[src/sv/dlr_pkg.sv]
// shared types and constants for the dda line rasterizer
package dlr_pkg;

  // item kind codes
  localparam logic KIND_LOAD = 1'b0;
  localparam logic KIND_STEP = 1'b1;

  typedef enum logic {
    S_IDLE,
    S_DIV
  } state_t;

  // controller to datapath
  typedef struct packed {
    logic load;      // load item accepted
    logic step;      // step item accepted while a line is active
    logic div_iter;  // run one division iteration
  } cmd_t;

  // datapath to controller
  typedef struct packed {
    logic line_active;  // steps remain on the current line
    logic load_zero;    // endpoints on the input ports are equal
    logic div_done;     // final division iteration this cycle
    logic out_free;     // output register can take a new item
  } sts_t;

endpackage

[src/sv/dda_line_rasterizer_top.sv]
// top level of the dda line rasterizer
// dda line rasterizer: a load item (kind 0) takes two signed endpoints and
// emits the start point at once; a step item (kind 1) emits the next pixel
// of the line, and the pixel equal to the end point carries last_point.
// step items after the last point, or before any load, are taken and give
// no item. a line streams at one pixel per clock while the output side
// keeps up. a load emits the start point and then runs the shared
// restoring divider, which finds both per-axis increments one quotient bit
// per cycle; in_ready stays low while it runs. a load with equal endpoints
// needs no division. the output register lets a new item in during the
// same cycle that the waiting result is taken.
// increments are signed fixed point with FRAC_BITS fraction bits, truncated
// toward zero; pixels are the accumulators rounded half up.
module dda_line_rasterizer_top #(
  parameter int COORD_BITS = 12,
  parameter int FRAC_BITS  = 16
) (
  input  logic                         clk,
  input  logic                         rst,
  // input items
  input  logic                         in_valid,
  output logic                         in_ready,
  input  logic                         kind,
  input  logic signed [COORD_BITS-1:0] start_x,
  input  logic signed [COORD_BITS-1:0] start_y,
  input  logic signed [COORD_BITS-1:0] end_x,
  input  logic signed [COORD_BITS-1:0] end_y,
  // result items
  output logic                         out_valid,
  input  logic                         out_ready,
  output logic signed [COORD_BITS-1:0] point_x,
  output logic signed [COORD_BITS-1:0] point_y,
  output logic                         last_point
);

  dlr_pkg::cmd_t cmd;
  dlr_pkg::sts_t sts;

  // sequencing: accept, division run
  dlr_ctrl u_ctrl (
    .clk      (clk),
    .rst      (rst),
    .in_valid (in_valid),
    .kind     (kind),
    .in_ready (in_ready),
    .sts      (sts),
    .cmd      (cmd)
  );

  // arithmetic and result register
  dlr_datapath #(
    .COORD_BITS (COORD_BITS),
    .FRAC_BITS  (FRAC_BITS)
  ) u_datapath (
    .clk        (clk),
    .rst        (rst),
    .start_x    (start_x),
    .start_y    (start_y),
    .end_x      (end_x),
    .end_y      (end_y),
    .cmd        (cmd),
    .sts        (sts),
    .out_valid  (out_valid),
    .out_ready  (out_ready),
    .point_x    (point_x),
    .point_y    (point_y),
    .last_point (last_point)
  );

endmodule

[src/sv/dlr_ctrl.sv]
// controller state machine for the dda line rasterizer
module dlr_ctrl (
  input  logic          clk,
  input  logic          rst,
  input  logic          in_valid,
  input  logic          kind,
  output logic          in_ready,
  input  dlr_pkg::sts_t sts,
  output dlr_pkg::cmd_t cmd
);

  dlr_pkg::state_t state, state_next;
  logic accept;

  always_ff @(posedge clk) begin
    if (rst) begin
      state <= dlr_pkg::S_IDLE;
    end else begin
      state <= state_next;
    end
  end

  always_comb begin
    state_next   = state;
    in_ready     = 1'b0;
    cmd.load     = 1'b0;
    cmd.step     = 1'b0;
    cmd.div_iter = 1'b0;
    accept       = 1'b0;
    unique case (state)
      dlr_pkg::S_IDLE: begin
        in_ready = sts.out_free;
        accept   = in_valid && sts.out_free;
        cmd.load = accept && (kind == dlr_pkg::KIND_LOAD);
        // a step with no active line is taken and dropped
        cmd.step = accept && (kind == dlr_pkg::KIND_STEP) && sts.line_active;
        if (cmd.load && !sts.load_zero) begin
          state_next = dlr_pkg::S_DIV;
        end
      end
      dlr_pkg::S_DIV: begin
        cmd.div_iter = 1'b1;
        if (sts.div_done) begin
          state_next = dlr_pkg::S_IDLE;
        end
      end
      default: begin
        state_next = dlr_pkg::S_IDLE;
      end
    endcase
  end

endmodule

[src/sv/dlr_datapath.sv]
// datapath for the dda line rasterizer: divider, accumulators, output register
module dlr_datapath #(
  parameter int COORD_BITS = 12,
  parameter int FRAC_BITS  = 16
) (
  input  logic                         clk,
  input  logic                         rst,
  input  logic signed [COORD_BITS-1:0] start_x,
  input  logic signed [COORD_BITS-1:0] start_y,
  input  logic signed [COORD_BITS-1:0] end_x,
  input  logic signed [COORD_BITS-1:0] end_y,
  input  dlr_pkg::cmd_t                cmd,
  output dlr_pkg::sts_t                sts,
  output logic                         out_valid,
  input  logic                         out_ready,
  output logic signed [COORD_BITS-1:0] point_x,
  output logic signed [COORD_BITS-1:0] point_y,
  output logic                         last_point
);

  localparam int DW = COORD_BITS + 1;              // delta and remainder
  localparam int AW = COORD_BITS + 1 + FRAC_BITS;  // accumulator
  localparam int SW = FRAC_BITS + 2;               // increment
  localparam int QW = FRAC_BITS + 1;               // quotient magnitude
  localparam int CW = $clog2(FRAC_BITS + 1);       // iteration counter

  // load-time deltas
  logic [DW-1:0] dx, dy, adx, ady, steps;

  // divider state
  logic [COORD_BITS-1:0] divisor;
  logic [DW-1:0]         rem_x, rem_y;
  logic [QW-1:0]         quo_x, quo_y;
  logic                  neg_x, neg_y;
  logic [CW-1:0]         div_cnt;
  logic                  ge_x, ge_y;
  logic [DW-1:0]         sub_x, sub_y;
  logic [QW-1:0]         qfin_x, qfin_y;

  // line state; accumulators carry a built-in half for rounding
  logic [AW-1:0]         x_accum, y_accum;
  logic [AW-1:0]         x_accum_next, y_accum_next;
  logic [SW-1:0]         x_step, y_step;
  logic [COORD_BITS-1:0] steps_left;

  always_comb begin
    dx    = {end_x[COORD_BITS-1], end_x} - {start_x[COORD_BITS-1], start_x};
    dy    = {end_y[COORD_BITS-1], end_y} - {start_y[COORD_BITS-1], start_y};
    adx   = dx[DW-1] ? (~dx + DW'(1)) : dx;
    ady   = dy[DW-1] ? (~dy + DW'(1)) : dy;
    steps = (adx > ady) ? adx : ady;

    ge_x   = rem_x >= {1'b0, divisor};
    ge_y   = rem_y >= {1'b0, divisor};
    sub_x  = ge_x ? (rem_x - {1'b0, divisor}) : rem_x;
    sub_y  = ge_y ? (rem_y - {1'b0, divisor}) : rem_y;
    qfin_x = {quo_x[QW-2:0], ge_x};
    qfin_y = {quo_y[QW-2:0], ge_y};

    x_accum_next = x_accum + {{(AW-SW){x_step[SW-1]}}, x_step};
    y_accum_next = y_accum + {{(AW-SW){y_step[SW-1]}}, y_step};

    sts.line_active = steps_left != '0;
    sts.load_zero   = steps == '0;
    sts.div_done    = cmd.div_iter && (div_cnt == CW'(FRAC_BITS));
    sts.out_free    = !out_valid || out_ready;
  end

  // restoring division, one quotient bit per cycle for both axes
  always_ff @(posedge clk) begin
    if (cmd.load) begin
      divisor <= steps[COORD_BITS-1:0];
      rem_x   <= adx;
      rem_y   <= ady;
      quo_x   <= '0;
      quo_y   <= '0;
      neg_x   <= dx[DW-1];
      neg_y   <= dy[DW-1];
      div_cnt <= '0;
    end else if (cmd.div_iter) begin
      rem_x   <= {sub_x[DW-2:0], 1'b0};
      rem_y   <= {sub_y[DW-2:0], 1'b0};
      quo_x   <= qfin_x;
      quo_y   <= qfin_y;
      div_cnt <= div_cnt + CW'(1);
    end
  end

  always_ff @(posedge clk) begin
    if (rst) begin
      x_accum    <= '0;
      y_accum    <= '0;
      x_step     <= '0;
      y_step     <= '0;
      steps_left <= '0;
    end else begin
      if (cmd.load) begin
        x_accum    <= {start_x[COORD_BITS-1], start_x, 1'b1, (FRAC_BITS-1)'(0)};
        y_accum    <= {start_y[COORD_BITS-1], start_y, 1'b1, (FRAC_BITS-1)'(0)};
        x_step     <= '0;
        y_step     <= '0;
        steps_left <= steps[COORD_BITS-1:0];
      end else if (cmd.step) begin
        x_accum    <= x_accum_next;
        y_accum    <= y_accum_next;
        steps_left <= steps_left - COORD_BITS'(1);
      end
      if (sts.div_done) begin
        x_step <= neg_x ? (~SW'(qfin_x) + SW'(1)) : SW'(qfin_x);
        y_step <= neg_y ? (~SW'(qfin_y) + SW'(1)) : SW'(qfin_y);
      end
    end
  end

  // output register
  always_ff @(posedge clk) begin
    if (rst) begin
      out_valid <= 1'b0;
    end else if (cmd.load || cmd.step) begin
      out_valid <= 1'b1;
    end else if (out_ready) begin
      out_valid <= 1'b0;
    end
  end

  always_ff @(posedge clk) begin
    if (cmd.load) begin
      point_x    <= start_x;
      point_y    <= start_y;
      last_point <= steps == '0;
    end else if (cmd.step) begin
      point_x    <= x_accum_next[FRAC_BITS +: COORD_BITS];
      point_y    <= y_accum_next[FRAC_BITS +: COORD_BITS];
      last_point <= steps_left == COORD_BITS'(1);
    end
  end

endmodule

[config.mk]
export PLATFORM = sky130hd
export DESIGN_NAME = dda_line_rasterizer_top
export DESIGN_NICKNAME = d
export VERILOG_FILES = /design/src/sv/dlr_pkg.sv /design/src/sv/dda_line_rasterizer_top.sv /design/src/sv/dlr_ctrl.sv /design/src/sv/dlr_datapath.sv
export SDC_FILE = /design/constraint.sdc
export NUM_CORES = 1
export LEC_CHECK = 0
export BUFFER_PORTS_ARGS = -buffer_cell sky130_fd_sc_hd__buf_2
export CELL_PAD_IN_SITES_DETAIL_PLACEMENT = 1
export CELL_PAD_IN_SITES_GLOBAL_PLACEMENT = 2
export CORE_MARGIN = 10
export CORE_UTILIZATION = 35
export DETAILED_ROUTE_END_ITERATION = 10
export MAX_ROUTING_LAYER = met4
export PLACE_DENSITY_LB_ADDON = 0.08
export SLEW_MARGIN = 0
export SYNTH_ARGS = -nofsm -noshare
export SYNTH_HDL_FRONTEND = slang
export SYNTH_SLANG_ARGS = --single-unit
[constraint.sdc]
create_clock -name clk -period 5.7 [get_ports clk]
set_clock_uncertainty 0.05 [all_clocks]
set_input_delay 0.855 -clock clk [delete_from_list [all_inputs] [get_ports clk]]
set_output_delay 0.855 -clock clk [all_outputs]
set_load 0.02 [all_outputs]
==> flow_summary_export.csv <==
group,metric,value,unit
finish,fillers,5001,
sta,layout_setup_ws,0.6940,ns
yosys,ys_warn_count,0,
floorplanning,initial_utilization,0.3536,
yosys,ys.flop_type,"dfxtp_1",
placement,place_inst,2370,
power,leakagePower,7.078,nW
placement,pre_cts_ws,0.1696,ns
global_route,grt_max_degree,66,
detailed_routing,viasPerCell,5.524,
worst_setup_path,path_class,"input pin to register",
clocking,cts_buffers,28,
sta,fmax,199.8,MHz
clocking,cts.sinks,208,
detailed_routing,wire_per_inst,20.97,microns
detailed_routing,wl,50820,microns
worst_setup_path,crit_end,"u_datapath.last_point$_DFFE_PP_",
finish,layout-drive-gt1-share,0.1083,
placement,io_buffers,79,
floorplanning,rows,75,
floorplanning,core_area,0.04185,sq mm
status,status,"completed",
finish,final_cell_mix,"nand2_1 (203), nor2_1 (158), dfxtp_1 (143)",
run,drv_cap,0,
power,ir_drop,0.2394,mV
yosys,syn_area_per_cell,8.278,sq um
global_route,grtUsageTotal,0.2032,
sta,worst_slew_pin_slew,0.9941,ns
sta,tns,0,ns
global_route,first_global_vias,13840,
global_route,overflow,0,
floorplanning,die_x,225.6,microns
clocking,clock_path_buffers,3,
power,power_density,394.8,mW/mm^2
worst_setup_path,crit_path_max_fanout,6,
yosys,async_flop_share,0,
yosys,syn_nets,1971,
worst_setup_path,cp.arrival,5.33,ns
detailed_routing,drtIter0Drc,648,
sta,min_period,5.006,ns
placement,gp_congestion,0.9021,
detailed_routing,remaining_drc_errors,0,
sta,rsz0062_at_grt,"false",
yosys,ys_seq_area_frac,0.3253,
sta,fin_crit_sh,0.8783,
worst_setup_path,reg2reg_to,"u_datapath.x_step[16]$_SDFFE_PP0P_",
clocking,ctsHtreeMaxLevel,1,
sta,slew_violations,0,
finish,syn2layout_area_growth,13.62,%
clocking,ctsRootBufferMaster,"clkbuf_16",
worst_setup_path,worstSetupStartpoint,"start_y[4]",
worst_setup_path,critPathCaptureType,"register",
detailed_routing,dr_total_vias,13390,
yosys,synth_edf_count,65,
yosys,postSynthCellCount,1788,
finish,final_common_cell,"nand2_1",
worst_setup_path,r2r_slack,1.30,ns
sta,setup-violations-final,0,
placement,place_hpwl,38300,microns
floorplanning,io_pins,80,
detailed_routing,drtPass1Iterations,5,
worst_setup_path,cp_data_required_time,6.02,ns
clocking,insertion_delay,0.56,ns
floorplanning,die_area,0.05091,sq mm
clocking,cts_resized,0,
global_route,grt_pass1_wl,79930,microns
worst_setup_path,r2r_cells,18,
sta,hold_viol_final,0,
worst_setup_path,r2r-start,"u_datapath.divisor[1]$_DFFE_PP_",
finish,final_cell_count_no_fill,2424,
detailed_routing,ant_nets,0,
clocking,hold_buffers,0,
yosys,ys_types,81,
yosys,synth-seq-cells,208,
clocking,cts_setup_buffers,0,
sta,slew_headroom,0.3348,
global_route,antenna_found_initial,1,
worst_setup_path,start_kind,"input pin",
finish,fin_nets,2044,
floorplanning,die_h,225.6,microns
clocking,clk_pin_slew,0.05,ns
yosys,synth_area,0.01480,sq mm
worst_hold_path,hp-class,"register to register",
clocking,cts_tree,"done",
synth_stat cells (16+ instances only):
cell type / number / area share
nor2b_1: 23 / 0.0097
nand2b_1: 18 / 0.0076
a22oi_1: 21 / 0.011
nand4_1: 21 / 0.0089
ha_1: 124 / 0.10
nor3_1: 36 / 0.012
or3_1: 16 / 0.0068
a21oi_1: 133 / 0.045
a211oi_1: 38 / 0.019
nand2_1: 204 / 0.052
clkbuf_1: 66 / 0.017
o21bai_1: 18 / 0.0091
edfxtp_1: 65 / 0.13
a31oi_1: 23 / 0.0097
dfxtp_1: 143 / 0.19
o21ai_1: 21 / 0.0071
a21o_1: 38 / 0.019
xor2_1: 54 / 0.032
nand3_1: 37 / 0.013
inv_1: 98 / 0.025
nor2_1: 158 / 0.040
o21ai_0: 97 / 0.033
xnor2_1: 88 / 0.052
a22o_1: 32 / 0.019
per-stage QoR:
stage	total power, mW	utilization	area, sq um	hold WS, ns
floorplan	3.967	-	14800	0.3815
global placement	4.907	0.3804	15920	0.3913
detailed placement	4.943	0.3804	15920	0.4001
CTS	6.724	0.4017	16810	0.4074
global route	7.134	0.4017	16810	0.4304
finish	6.640	0.4018	16820	0.4050
power breakdown:
group | switching, mW | leakage (nW) | internal [mW] | total, mW
registers | 0.127 | 1.78 | 1.82 | 1.94
clock network | 0.717 | 0.444 | 1.01 | 1.73
logic | 1.80 | 4.85 | 1.16 | 2.97
worst max-delay path: stages:
cell and delay, ns:
buf_2 0.07, inv_1 0.08, ha_1 0.39, o211a_1 0.30, a22o_1 0.27, a211oi_2 0.31
xnor2_1 0.16, nor4_1 0.40, a21oi_1 0.14, xor2_1 0.24, inv_1 0.07, ha_1 0.30
o21ai_0 0.09, a21oi_1 0.15, o32ai_1 0.11, or2_1 0.27, or3b_2 0.50, a221oi_1 0.30
nand3b_1 0.13, o41ai_2 0.20
kinds of logic after synthesis:
logic type	after synthesis	synth area share
fa+ha+maj	130	0.1129
simple gates	578	0.1809
compound gates	530	0.2369
buf+inv	182	0.04709
mux	18	0.01285
xor+xnor	142	0.08403
flops	208	0.3253
flip-flops by register name (all words and copies together) (netlist names), 5 cells and up:
register / count
u_datapath.divisor: 12
u_datapath.x_accum: 28
u_datapath.y_step: 18
u_datapath.point_y: 12
u_datapath.rem_y: 13
u_datapath.y_accum: 28
u_datapath.div_cnt: 5
u_datapath.point_x: 12
u_datapath.rem_x: 13
u_datapath.quo_x: 16
u_datapath.steps_left: 12
u_datapath.quo_y: 16
u_datapath.x_step: 18
how the worst min path moves through the flow:
stage / startpoint / cells after the start / end / slack (ns)
after floorplan: u_datapath.x_step[3]$_SDFFE_PP0P_ / 2 / u_datapath.x_step[3]$_SDFFE_PP0P_ / 0.38
after global placement: u_datapath.y_accum[12]$_SDFFE_PP0P_ / 2 / u_datapath.y_accum[12]$_SDFFE_PP0P_ / 0.39
after detailed placement: u_datapath.y_accum[9]$_SDFFE_PP0P_ / 2 / u_datapath.y_accum[9]$_SDFFE_PP0P_ / 0.40
after CTS: u_datapath.y_accum[9]$_SDFFE_PP0P_ / 2 / u_datapath.y_accum[9]$_SDFFE_PP0P_ / 0.41
after global routing: u_datapath.y_accum[13]$_SDFFE_PP0P_ / 2 / u_datapath.y_accum[13]$_SDFFE_PP0P_ / 0.43
final: u_datapath.y_accum[9]$_SDFFE_PP0P_ / 2 / u_datapath.y_accum[9]$_SDFFE_PP0P_ / 0.41
layout make-up:
type | count | area [sq um] | area share
Timing Repair Buffer | 124 | 745.7 | 0.04435
Clock buffer | 42 | 835.8 | 0.04970
Inverter | 101 | 379.1 | 0.02254
Tap cell | 539 | 674.4 | 0.04010
Sequential cell | 208 | 4815 | 0.2863
Multi-Input combinational cell | 1398 | 9306 | 0.5534
Antenna cell | 2 | 5.005 | 0.0002976
Clock inverter | 10 | 55.05 | 0.003274
routing by layer:
layer | routed length, microns | global-route usage | vias up | part of all wire
met5 | 0 | - | - | 0
met4 | 971 | 0.04205 | 0 | 0.019
met3 | 1243 | 0.02283 | 50 | 0.024
met2 | 24510 | 0.3426 | 149 | 0.48
met1 | 24090 | 0.2583 | 6575 | 0.47
li1 | - | - | 6617 | -
Power figures use the tool's default switching activity.
